[src/hdl/tpfp_pkg.sv]
package tpfp_pkg;

    // width of the saturating byte position counter
    localparam int POSITION_BITS = 16;

    // parser phases
    typedef enum logic [2:0] {
        PH_VERSION = 3'd0,
        PH_TAG     = 3'd1,
        PH_VALUE   = 3'd2,
        PH_LENGTH  = 3'd3,
        PH_BODY    = 3'd4,
        PH_ERROR   = 3'd5
    } phase_t;

    // status codes reported on the last byte
    typedef enum logic [2:0] {
        ST_OK      = 3'd0,
        ST_SHORT   = 3'd1,
        ST_VERSION = 3'd2,
        ST_VARINT  = 3'd3,
        ST_OVERRUN = 3'd4,
        ST_WIRE    = 3'd5
    } status_t;

    // wire types understood by the parser
    localparam logic [2:0] WIRE_SCALAR = 3'd0;
    localparam logic [2:0] WIRE_LEN    = 3'd2;

    // field numbers with a meaning
    localparam logic [4:0] FIELD_INDEX  = 5'd1;
    localparam logic [4:0] FIELD_CIPHER = 5'd2;

    // varint limits
    localparam logic [2:0] VARINT_MAX_BYTES = 3'd5;

    // reset value of the expected version register
    localparam logic [7:0] VERSION_RESET = 8'd3;

    // packed width of the result data word (fields plus zero fill to bytes)
    localparam int RES_FIELD_BITS = 8 + 3 + 32 + 16 + 16;
    localparam int RES_DATA_BITS  = ((RES_FIELD_BITS + 7) / 8) * 8;

    // one result item
    typedef struct packed {
        logic        cipher_valid;
        logic [7:0]  cipher_byte;
        logic        done_res;
        status_t     status;
        logic [31:0] msg_number;
        logic [15:0] cipher_start;
        logic [15:0] cipher_length;
    } result_t;

endpackage

[src/hdl/tpfp_in_stage.sv]
module tpfp_in_stage import tpfp_pkg::*;
(
    input  logic       clk,
    input  logic       rst_n,
    input  logic       in_valid,
    output logic       in_ready,
    input  logic [7:0] in_byte,
    input  logic       in_last,
    input  logic       advance,
    output logic       held_valid,
    output logic [7:0] held_byte,
    output logic       held_last
);

    logic       valid_reg;
    logic       valid_next;
    logic [7:0] byte_reg;
    logic       last_reg;

    // free when empty or when the held byte moves on this cycle
    assign in_ready = !valid_reg || advance;

    always_comb
    begin
        valid_next = valid_reg;
        if (in_ready)
        begin
            valid_next = in_valid;
        end
    end

    // control flag
    always_ff @(posedge clk or negedge rst_n)
    begin
        if (!rst_n)
        begin
            valid_reg <= 1'b0;
        end
        else
        begin
            valid_reg <= valid_next;
        end
    end

    // payload, loaded on each transfer
    always_ff @(posedge clk)
    begin
        if (in_valid && in_ready)
        begin
            byte_reg <= in_byte;
            last_reg <= in_last;
        end
    end

    assign held_valid = valid_reg;
    assign held_byte  = byte_reg;
    assign held_last  = last_reg;

endmodule

[src/hdl/tpfp_parser.sv]
module tpfp_parser import tpfp_pkg::*;
(
    input  logic       clk,
    input  logic       rst_n,
    input  logic       advance,
    input  logic [7:0] data_byte,
    input  logic       last_byte,
    input  logic [7:0] expected_version,
    output logic       res_valid,
    output result_t    res
);

    phase_t                   phase_reg, phase_next;
    logic [POSITION_BITS-1:0] pos_reg, pos_next;
    logic [31:0]              accum_reg, accum_next;
    logic [2:0]               count_reg, count_next;
    logic [4:0]               field_reg, field_next;
    logic [2:0]               wire_reg, wire_next;
    logic [31:0]              remain_reg, remain_next;
    logic [31:0]              index_reg, index_next;
    logic [15:0]              start_reg, start_next;
    logic [15:0]              length_reg, length_next;
    status_t                  error_reg, error_next;

    logic [31:0] acc_new;
    logic [2:0]  count_new;
    logic [31:0] remain_dec;
    logic [32:0] pos_inc;
    logic [15:0] pos_inc_sat;
    logic [15:0] acc_sat;
    logic        cvalid;
    status_t     status_w;

    // bit offset of the current 7-bit varint group
    function automatic logic [4:0] group_shift(input logic [2:0] cnt);
        logic [4:0] s;
        begin
            case (cnt)
                3'd0:    s = 5'd0;
                3'd1:    s = 5'd7;
                3'd2:    s = 5'd14;
                3'd3:    s = 5'd21;
                default: s = 5'd28;
            endcase
            return s;
        end
    endfunction

    // shared arithmetic
    assign acc_new     = accum_reg | (32'(data_byte[6:0]) << group_shift(count_reg));
    assign count_new   = count_reg + 3'd1;
    assign remain_dec  = remain_reg - 32'd1;
    assign pos_inc     = 33'(pos_reg) + 33'd1;
    assign pos_inc_sat = (pos_inc > 33'h0FFFF) ? 16'hFFFF : pos_inc[15:0];
    assign acc_sat     = (acc_new > 32'h0000FFFF) ? 16'hFFFF : acc_new[15:0];

    // per-byte parse step
    always_comb
    begin
        phase_next  = phase_reg;
        pos_next    = pos_reg;
        accum_next  = accum_reg;
        count_next  = count_reg;
        field_next  = field_reg;
        wire_next   = wire_reg;
        remain_next = remain_reg;
        index_next  = index_reg;
        start_next  = start_reg;
        length_next = length_reg;
        error_next  = error_reg;
        cvalid      = 1'b0;

        case (phase_reg)
            PH_VERSION:
            begin
                if (data_byte != expected_version)
                begin
                    error_next = ST_VERSION;
                    phase_next = PH_ERROR;
                end
                else
                begin
                    phase_next = PH_TAG;
                end
            end
            PH_TAG:
            begin
                field_next = data_byte[7:3];
                wire_next  = data_byte[2:0];
                accum_next = 32'd0;
                count_next = 3'd0;
                if (data_byte[2:0] == WIRE_SCALAR)
                begin
                    phase_next = PH_VALUE;
                end
                else if (data_byte[2:0] == WIRE_LEN)
                begin
                    phase_next = PH_LENGTH;
                end
                else
                begin
                    error_next = ST_WIRE;
                    phase_next = PH_ERROR;
                end
            end
            PH_VALUE, PH_LENGTH:
            begin
                accum_next = acc_new;
                count_next = count_new;
                if (data_byte[7])
                begin
                    if (count_new >= VARINT_MAX_BYTES)
                    begin
                        error_next = ST_VARINT;
                        phase_next = PH_ERROR;
                    end
                end
                else if (phase_reg == PH_VALUE)
                begin
                    if (field_reg == FIELD_INDEX)
                    begin
                        index_next = acc_new;
                    end
                    phase_next = PH_TAG;
                end
                else
                begin
                    if (field_reg == FIELD_CIPHER)
                    begin
                        start_next  = pos_inc_sat;
                        length_next = acc_sat;
                    end
                    remain_next = acc_new;
                    phase_next  = (acc_new != 32'd0) ? PH_BODY : PH_TAG;
                end
            end
            PH_BODY:
            begin
                cvalid      = (field_reg == FIELD_CIPHER);
                remain_next = remain_dec;
                if (remain_dec == 32'd0)
                begin
                    phase_next = PH_TAG;
                end
            end
            default:
            begin
            end
        endcase

        // closing status, taken from the phase after this byte unless the buffer is short
        if (pos_reg < POSITION_BITS'(2))
        begin
            status_w = ST_SHORT;
        end
        else if (phase_next == PH_ERROR)
        begin
            status_w = error_next;
        end
        else if (phase_next == PH_VALUE || phase_next == PH_LENGTH)
        begin
            status_w = ST_VARINT;
        end
        else if (phase_next == PH_BODY)
        begin
            status_w = ST_OVERRUN;
        end
        else
        begin
            status_w = ST_OK;
        end

        // result item
        res_valid         = cvalid || last_byte;
        res.cipher_valid  = cvalid;
        res.cipher_byte   = cvalid ? data_byte : 8'd0;
        res.done_res      = last_byte;
        res.status        = last_byte ? status_w : ST_OK;
        res.msg_number    = last_byte ? index_next : 32'd0;
        res.cipher_start  = last_byte ? start_next : 16'd0;
        res.cipher_length = last_byte ? length_next : 16'd0;

        // end of buffer: back to the start, otherwise count the byte
        if (last_byte)
        begin
            phase_next  = PH_VERSION;
            pos_next    = '0;
            accum_next  = 32'd0;
            count_next  = 3'd0;
            field_next  = 5'd0;
            wire_next   = 3'd0;
            remain_next = 32'd0;
            index_next  = 32'd0;
            start_next  = 16'd0;
            length_next = 16'd0;
            error_next  = ST_OK;
        end
        else if (pos_reg != '1)
        begin
            pos_next = pos_reg + POSITION_BITS'(1);
        end
    end

    // parser state, updated once per byte
    always_ff @(posedge clk or negedge rst_n)
    begin
        if (!rst_n)
        begin
            phase_reg  <= PH_VERSION;
            pos_reg    <= '0;
            accum_reg  <= 32'd0;
            count_reg  <= 3'd0;
            field_reg  <= 5'd0;
            wire_reg   <= 3'd0;
            remain_reg <= 32'd0;
            index_reg  <= 32'd0;
            start_reg  <= 16'd0;
            length_reg <= 16'd0;
            error_reg  <= ST_OK;
        end
        else if (advance)
        begin
            phase_reg  <= phase_next;
            pos_reg    <= pos_next;
            accum_reg  <= accum_next;
            count_reg  <= count_next;
            field_reg  <= field_next;
            wire_reg   <= wire_next;
            remain_reg <= remain_next;
            index_reg  <= index_next;
            start_reg  <= start_next;
            length_reg <= length_next;
            error_reg  <= error_next;
        end
    end

`ifndef ASSERT_OFF
    // a closing byte leaves the parser at the start of a new buffer
    a_restart: assert property (@(posedge clk) disable iff (!rst_n)
        advance && last_byte |=> phase_reg == PH_VERSION && pos_reg == '0)
        else $error("parser did not restart after last byte");

    // an error holds until the end of the buffer
    a_error_sticky: assert property (@(posedge clk) disable iff (!rst_n)
        advance && !last_byte && phase_reg == PH_ERROR |=> phase_reg == PH_ERROR)
        else $error("error phase left before last byte");

    // cipher bytes only come from a field 2 body
    a_cipher_src: assert property (@(posedge clk) disable iff (!rst_n)
        res_valid && res.cipher_valid |-> phase_reg == PH_BODY && field_reg == FIELD_CIPHER)
        else $error("cipher byte outside a field 2 body");

    // the final body byte returns to tag parsing
    a_body_end: assert property (@(posedge clk) disable iff (!rst_n)
        advance && !last_byte && phase_reg == PH_BODY && remain_reg == 32'd1
        |=> phase_reg == PH_TAG)
        else $error("body did not end on its last byte");
`endif

endmodule

[src/hdl/tpfp_out_stage.sv]
module tpfp_out_stage import tpfp_pkg::*;
(
    input  logic    clk,
    input  logic    rst_n,
    input  logic    load,
    input  result_t load_res,
    output logic    can_take,
    output logic    out_valid,
    input  logic    out_ready,
    output result_t out_res
);

    logic    valid_reg;
    logic    valid_next;
    result_t res_reg;

    // room when empty or when the held result leaves this cycle
    assign can_take = !valid_reg || out_ready;

    always_comb
    begin
        valid_next = valid_reg;
        if (load)
        begin
            valid_next = 1'b1;
        end
        else if (out_ready)
        begin
            valid_next = 1'b0;
        end
    end

    // control flag
    always_ff @(posedge clk or negedge rst_n)
    begin
        if (!rst_n)
        begin
            valid_reg <= 1'b0;
        end
        else
        begin
            valid_reg <= valid_next;
        end
    end

    // result payload
    always_ff @(posedge clk)
    begin
        if (load)
        begin
            res_reg <= load_res;
        end
    end

    assign out_valid = valid_reg;
    assign out_res   = res_reg;

endmodule

[src/hdl/tagged_payload_field_parser.sv]
// Tagged payload field parser.
// Slave stream s_axis: one payload byte per transfer in tdata, tlast on the
// final byte of a buffer. Master stream m_axis: one result per transfer; a
// result is sent for every field 2 body byte (tuser = 1, byte in tdata[7:0])
// and for every last byte (tlast = 1, status and summary fields in tdata).
// Both may share one transfer. Other bytes produce no result.
// Configuration: cfg_valid/cfg_ready/cfg_data writes the expected version
// byte (reset value 3); cfg_ready is always high. Write it only while idle.
// Throughput: one byte per clock while m_axis_tready is high. A byte goes
// through an input register, combinational parse logic and a result
// register, from which its result is offered on m_axis.
// Back-pressure: while m_axis_tready is low the held result stays put and
// the input register can still take one more byte; the stream stalls when
// both registers are full.
// Reset (rst_n low, asynchronous) empties both registers, returns the
// parser to expect the version byte and sets the expected version to 3.
module tagged_payload_field_parser import tpfp_pkg::*;
(
    input  logic                     clk,
    input  logic                     rst_n,
    input  logic                     s_axis_tvalid,
    output logic                     s_axis_tready,
    input  logic [7:0]               s_axis_tdata,  // [7:0] data_byte
    input  logic                     s_axis_tlast,  // last_byte
    output logic                     m_axis_tvalid,
    input  logic                     m_axis_tready,
    // [7:0] cipher_byte, [10:8] status, [42:11] msg_number,
    // [58:43] cipher_start, [74:59] cipher_length, [79:75] zero
    output logic [RES_DATA_BITS-1:0] m_axis_tdata,
    output logic                     m_axis_tlast,  // done_res
    output logic                     m_axis_tuser,  // cipher_valid
    input  logic                     cfg_valid,
    output logic                     cfg_ready,
    input  logic [7:0]               cfg_data
);

    logic       held_valid;
    logic [7:0] held_byte;
    logic       held_last;
    logic       advance;
    logic       can_take;
    logic       res_valid;
    result_t    res;
    result_t    out_res;
    logic [7:0] version_reg;

    // configuration register
    assign cfg_ready = 1'b1;

    always_ff @(posedge clk or negedge rst_n)
    begin
        if (!rst_n)
        begin
            version_reg <= VERSION_RESET;
        end
        else if (cfg_valid && cfg_ready)
        begin
            version_reg <= cfg_data;
        end
    end

    // held byte moves on when the result register has room
    assign advance = held_valid && can_take;

    tpfp_in_stage u_in_stage (
        .clk        (clk),
        .rst_n      (rst_n),
        .in_valid   (s_axis_tvalid),
        .in_ready   (s_axis_tready),
        .in_byte    (s_axis_tdata),
        .in_last    (s_axis_tlast),
        .advance    (advance),
        .held_valid (held_valid),
        .held_byte  (held_byte),
        .held_last  (held_last)
    );

    tpfp_parser u_parser (
        .clk              (clk),
        .rst_n            (rst_n),
        .advance          (advance),
        .data_byte        (held_byte),
        .last_byte        (held_last),
        .expected_version (version_reg),
        .res_valid        (res_valid),
        .res              (res)
    );

    tpfp_out_stage u_out_stage (
        .clk       (clk),
        .rst_n     (rst_n),
        .load      (advance && res_valid),
        .load_res  (res),
        .can_take  (can_take),
        .out_valid (m_axis_tvalid),
        .out_ready (m_axis_tready),
        .out_res   (out_res)
    );

    // pack the result fields, cipher_byte in the lowest bits
    assign m_axis_tdata = {
        (RES_DATA_BITS - RES_FIELD_BITS)'(0),
        out_res.cipher_length,
        out_res.cipher_start,
        out_res.msg_number,
        out_res.status,
        out_res.cipher_byte
    };
    assign m_axis_tlast = out_res.done_res;
    assign m_axis_tuser = out_res.cipher_valid;

endmodule
[config.mk]
export PLATFORM = sky130hd
export DESIGN_NAME = tagged_payload_field_parser
export DESIGN_NICKNAME = d
export VERILOG_FILES = /design/src/hdl/tpfp_pkg.sv /design/src/hdl/tpfp_in_stage.sv /design/src/hdl/tpfp_parser.sv /design/src/hdl/tpfp_out_stage.sv /design/src/hdl/tagged_payload_field_parser.sv
export SDC_FILE = /design/constraint.sdc
export NUM_CORES = 1
export LEC_CHECK = 0
export ABC_AREA = 1
export CAP_MARGIN = 0
export CORE_MARGIN = 2
export CORE_UTILIZATION = 54
export CTS_CLUSTER_DIAMETER = 30
export DETAILED_ROUTE_END_ITERATION = 8
export DONT_BUFFER_PORTS = 1
export PLACE_DENSITY = 0.72
export SYNTH_ARGS = -nofsm -noshare
export SYNTH_HDL_FRONTEND = slang
export SYNTH_HIERARCHICAL = 1
export SYNTH_SLANG_ARGS = --single-unit
[constraint.sdc]
create_clock -name clk -period 5.2 [get_ports clk]
set_input_delay 0.52 -clock clk [delete_from_list [all_inputs] [get_ports clk]]
set_output_delay 0.52 -clock clk [all_outputs]
set_load 0.05 [all_outputs]
Word-level counts from Yosys, hierarchy flattened
Cells that the tools add are included.

word-level totals
  bits in registers = 254
  bits in latches = 0
  bits in writable memories = 0
  bits in read-only memories = 0
  input port bits = 22
  output and inout port bits = 85
  word-level logic and storage cells = 131
  memories kept = 0

operators by class
  add/sub/neg operators = 4
  multipliers = 0
  divide/modulo/power cells = 0
  magnitude comparators = 4
  eq/ne operators = 18
  shift-type cells = 1
  mux-type cells = 54
  bitwise operators = 2
  reductions and logical operators = 25

operators with widths
  operator                                                          count
  2-to-1 mux 32 bit                                                 9
  2-to-1 mux 16 bit                                                 14
  case mux 32 bit (2 select lines)                                  2
  2-to-1 mux 3 bit                                                  19
  greater-than comparator 33 x 16 -> 1 bit (second input constant)  1
  greater-than comparator 32 x 16 -> 1 bit (second input constant)  1
  logical NOT 32 bit                                                1
  OR 32 bit                                                         1
  nonzero test 32 bit                                               1
  << shifter 7 x 5 -> 32 bit                                        1
  subtractor 32 x 1 -> 32 bit (second input constant)               1
  equality test 3 x 2 -> 1 bit (second input constant)              7
  case mux 5 bit (4 select lines)                                   1
  adder 16 x 1 -> 17 bit (second input constant)                    1
  adder 16 x 1 -> 16 bit (second input constant)                    1
  < comparator 16 x 2 -> 1 bit (second input constant)              1
  != test 16 bit (second input constant)                            1
  case mux 3 bit (4 select lines)                                   1
  2-to-1 mux 5 bit                                                  2
  equality test 3 bit (second input constant)                       3
  logical NOT 3 bit                                                 3
  case mux 3 bit (3 select lines)                                   1
  != test 8 bit                                                     1
  equality test 3 x 1 -> 1 bit (second input constant)              2
  16 further kinds                                                  32

Longest topological paths before layout
  word-level depth = 14
  gate-level depth with buffers = 26
  mapped depth without buffers = 25

By module
Netlist, hierarchy kept.

modules (own cells, without submodules)
  module                       times used  cells an instance  area each (um2)  sequential area each (um2)
  tpfp_parser                  1           1,368              9,814.4          3,953.8
  tpfp_out_stage               1           82                 2,357.3          2,337.2
  tagged_payload_field_parser  1           46                 375.4            202.7
  tpfp_in_stage                1           15                 315.3            295.3

Worst setup path before layout
No wires, ideal clock.

  path type = register to register
  start point = register u_parser.phase_reg[0]
  end point = register u_out_stage.res_reg, in the netlist u_out_stage/out_res[0], enable pin
  setup time = 0.514 ns
  arrival time = 4.797 ns
  data required time = 4.686 ns
  slack = -0.111 ns
  cell stages (with the launch flop) = 10
  buffers on the path = 0
  clock period less this slack = 5.311 ns
  cells stage by stage = dfrtp_1 nor2_1 inv_1 nor2_1 clkinv_1 nor2_1 clkinv_1 nand2_1 inv_1 nor2_1

on the way
  cells in the longest elaborated chain, start to end = 4

ends and longest elaborated chain
  element                   line                               source
  start: declaration        tpfp_parser.sv:13                  phase_t phase_reg, phase_next;
  start signal: assignment  tpfp_parser.sv:223                 phase_reg <= phase_next;
  equality test 3 bit       tpfp_parser.sv:73                  case (phase_reg)
  2-to-1 mux 1 bit          tpfp_parser.sv:73
  net u_parser.cvalid       tpfp_parser.sv:31                  logic cvalid;
  logical OR 1 bit          tpfp_parser.sv:174                 res_valid = cvalid || last_byte;
  net res_valid             tagged_payload_field_parser.sv:42  logic res_valid;
  logical AND 1 bit         tagged_payload_field_parser.sv:92  .load (advance && res_valid),
  end signal: assignment    tpfp_out_stage.sv:51               res_reg <= load_res;
  end: declaration          tpfp_out_stage.sv:15               result_t res_reg;

The timed path passes the listed nets, and every way through them passes these cells.
A chain may end at the register's enable or synchronous reset.

Final worst setup path
  start point = register u_parser.count_reg[0]
  end point = register u_out_stage.res_reg, in the netlist u_out_stage/out_res[65], data pin

on the way
  cells in the longest elaborated chain, start to end = 13
  elaborated cells on any way between the ends = 24
  classes of those cells = add/sub: 1; order compare: 1; eq/ne: 6; shift: 1; mux: 11; bitwise: 1; reduce/logical: 3

ends and longest elaborated chain
  element                                               line                source
  start: declaration                                    tpfp_parser.sv:16   logic [2:0] count_reg, count_next;
  start signal: assignment                              tpfp_parser.sv:226  count_reg <= count_next;
  equality test 3 x 2 -> 1 bit (tied with other cells)  tpfp_parser.sv:38   case (cnt)
  case mux 5 bit (4 select lines)                       tpfp_parser.sv:38
  << shifter 7 x 5 -> 32 bit                            tpfp_parser.sv:50   assign acc_new = accum_reg | (32'(data_byte[6:0]) << group_shift(count_reg));
  OR 32 bit                                             tpfp_parser.sv:50
  nonzero test 32 bit                                   tpfp_parser.sv:134  phase_next = (acc_new != 32'd0) ? PH_BODY : PH_TAG;
  2-to-1 mux 3 bit                                      tpfp_parser.sv:134
  2-to-1 mux 3 bit                                      tpfp_parser.sv:118  else if (phase_reg == PH_VALUE)
  2-to-1 mux 3 bit                                      tpfp_parser.sv:110  if (data_byte[7])
  case mux 3 bit (4 select lines)                       tpfp_parser.sv:73
  equality test 3 x 2 -> 1 bit                          tpfp_parser.sv:160  else if (phase_next == PH_VALUE || phase_next == PH_LENGTH)
  logical OR 1 bit                                      tpfp_parser.sv:160
  2-to-1 mux 3 bit                                      tpfp_parser.sv:160
  2-to-1 mux 3 bit (*)                                  tpfp_parser.sv:156  else if (phase_next == PH_ERROR)

Mark *: on every way between the ends. The rest lies on a longest branch, timed or not.

==> impl_metrics.json <==
{
  "status": "finished with violations",
  "violations": "negative hold slack",
  "p_leak_uw": 0.00670,
  "ys_ff_latch": 254,
  "drt_iter0_drc": 964,
  "synth_cell_types": 47,
  "busiest_layer": "met2",
  "grt_util_met2_pct": 45.0,
  "die_w_um": 158,
  "core_sq_um": 23400,
  "area_growth_pct": 14.8,
  "r2r_cells": 20,
  "cts-resized-gates": 0,
  "final_cell_mix": "285 x nand2_1, 200 x nor2_1, 172 x inv_1",
  "worstSetupStartpoint": "u_parser/count_reg[0]",
  "via_count": 10683,
  "critPathTopFamily": "simple AND/OR/NAND/NOR gates",
  "crit_fanout": 15,
  "ys_seq_area_share_pct": 52.8,
  "dr.pass1.iters": 5,
  "synth_warnings": 6,
  "crit_chain": "ha_1 > ha_1 > inv_2 > nand2_4 > nand2_1 > nand3_2 > nand2_1 > nand3_1 > o21ai_0 > nor3_1 > nand3_1 > nor2_1 > nand2_1 > nand2_2 > nand2_1 > nand2_1 > nand2_2 > nand3_2 > nor3_1 > nor2_1",
  "die_h_um": 158,
  "worst_path_max_delay_cell": "o21ai_0",
  "dp_cells": 1779,
  "final_cells": 1873,
  "drc": 0,
  "grtUsageMet1_pct": 40.7,
  "power_density_nw_per_um2": 536,
  "numCtsBuffers": 49,
  "dp.final_hpwl_um": 23900,
  "rows": 56,
  "slew_violations": 0,
  "clockRootBuffer": "clkbuf_16",
  "rrSetupSlack_ps": 1240,
  "whs_ps": -133,
  "post-cts-setup-buffer-count": 0,
  "antenna_found_initial": 0,
  "cp.arrival_ps": 4250,
  "overflow": 0,
  "cts_tree": "built",
  "die_area_sq_um": 25100,
  "initial_core_util_pct": 55.0,
  "cts_buffer_depth": 3,
  "clkTransAtPathRegs_ps": 50,
  "setup_tns_ps": 0,
  "critPathMostFrequentCell": "nand2_1",
  "avgSynthCellArea_sq_um": 8.51,
  "drive_above_1_share_pct": 10.5,
  "first_global_vias": 10378,
  "fin_ws_ps": 1240,
  "max_stage_delay_ps": 720,
  "setup_viol": 0,
  "grt_pass1_wl_um": 56700,
  "crit_required_ps": 5490,
  "slew_headroom_pct": 25.4,
  "r2r-end": "u_out_stage/out_res[65]",
  "clock_sinks": 254,
  "detail-route-antenna-nets": 0,
  "hold_violations": 24,
  "syn_area_sq_um": 12900,
  "rsz0062_at_grt": "no",
  "viasPerCell": 5.70,
  "ios": 107,
  "layout_commonest_cell": "nand2_1",
  "critPathLaunchType": "flip-flop",
  "largest_reg_flops": 77,
  "rr_startpoint": "u_parser/count_reg[0]",
  "synth_compound_area_share_pct": 12.3,
  "gp_congestion": 0.931,
  "hold_buffers": 1,
  "grt_usage_pct": 29.3,
  "synth_cells": 1511,
  "synth_mux_area_share_pct": 0,
  "hold_path.class": "input pin to async pin",
  "cp-end-kind": "flip-flop",
  "cap_viol_max_count": 0,
  "port_buffers": 0,
  "synthXorXnorAreaFrac_pct": 2.79,
  "pre_cts_slack_ps": 1390,
  "vdd_drop_max_v": 0.000438,
  "htree_levels": 2,
  "met3_usage_pct": 5.91,
  "wire_per_inst_um": 19.1,
  "max_freq_mhz": 252,
  "criticalPathCategory": "flip-flop to flip-flop",
  "worst_pin_slew_ps": 1120,
  "synth-simple-area-share_pct": 23.0,
  "synth_top_family_by_area": "simple AND/OR/NAND/NOR gates",
  "nets": 1543,
  "clk_latency_ps": 550,
  "fin_crit_sh_pct": 76.2,
  "grt_max_degree": 169,
  "finalClockSkew_ps": 28.5,
  "drt_wl_total_um": 35700,
  "synth_fa_ha_area_share_pct": 0.875,
  "crit_buf_inv": 1,
  "fin_crit_ps": 3960
}
[worst max-delay path by stage]
stage	endpoint	slack, ps	cells past startpoint
2_1_floorplan	u_out_stage/out_res[0]	1180	9
3_3_place_gp	u_out_stage/out_res[65]	1480	20
3_5_place_dp	u_out_stage/out_res[65]	1390	20
4_1_cts	u_out_stage/out_res[65]	1310	20
5_1_grt	u_out_stage/out_res[65]	990	20
6_report	u_out_stage/out_res[65]	1240	20
[metrics by stage]
step | utilization (%) | area (sq um) | power, uW
5_1_grt | 63.1 | 14800 | 8300
4_1_cts | 63.1 | 14800 | 7920
3_3_place_gp | 55.9 | 13100 | 4710
6_report | 63.1 | 14800 | 7920
3_5_place_dp | 55.9 | 13100 | 4740
2_1_floorplan | - | 12900 | 4170
[logic make-up (layout without fill, tap and decap cells)]
logic type,Yosys count,count (layout)
xor gates and xnor gates,41,41
other,2,7
AOI/OAI and AO/OA,280,280
DFF,254,254
adders and majority gates,9,9
buffers and inverters,257,295
and+or+nand+nor,668,668
[layout make-up]
cell class | instances | area, sq um
sequential | 254 | 6790
antenna | 1 | 2.50
clock buffer | 65 | 1360
clock inverter | 27 | 308
inverter | 186 | 701
timing repair buffer | 17 | 160
tap | 319 | 399
multi-input combinational | 1004 | 5050
fill | 2014 | 8630
[per-layer routing]
metal / vias up / routed length [um]
li1: 5034 / -
met1: 5100 / 15100
met2: 471 / 16600
met3: 78 / 2780
met4: 0 / 1300
met5: - / 0
[cell usage after synthesis (all sizes together)]
cell	number	area (sq um)
a32o	4	40.0
edfxtp	86	2580
nor3	24	141
nor4	9	62.6
inv	181	682
clkbuf	50	188
nor2	208	806
buf	21	160
a21o	2	15.0
nand3b	2	15.0
nand4	24	150
o31ai	1	7.51
o2111ai	1	8.76
or2	3	18.8
o211ai	3	22.5
dfrtp	166	4150
o22ai	94	588
a32oi	1	8.76
ha	9	113
o21ai	159	807
clkinv	5	18.8
nand3	98	591
conb	2	7.51
xor2	34	298
a31oi	1	6.26
a21oi	13	76.3
dfstp	2	52.6
xnor2	7	61.3
nand2	300	1170
o21bai	1	7.51
[worst reg2reg max path, cell delays in order, from the launching register on]
cell,delay [ps]
dfrtp_1,430
ha_1,220
ha_1,300
inv_2,310
nand2_4,180
nand2_1,140
nand3_2,90
nand2_1,140
nand3_1,80
o21ai_0,720
nor3_1,90
nand3_1,130
nor2_1,50
nand2_1,130
nand2_2,80
nand2_1,60
nand2_1,70
nand2_2,110
nand3_2,100
nor3_1,210
nor2_1,80
[power by group]
part	switching (uW)	total [uW]	internal, uW
sequential	372	2680	2310
clock	1080	3130	2050
combinational	1490	2110	619
total	2940	7920	4980
No activity file was read; power rests on OpenSTA's default activity.
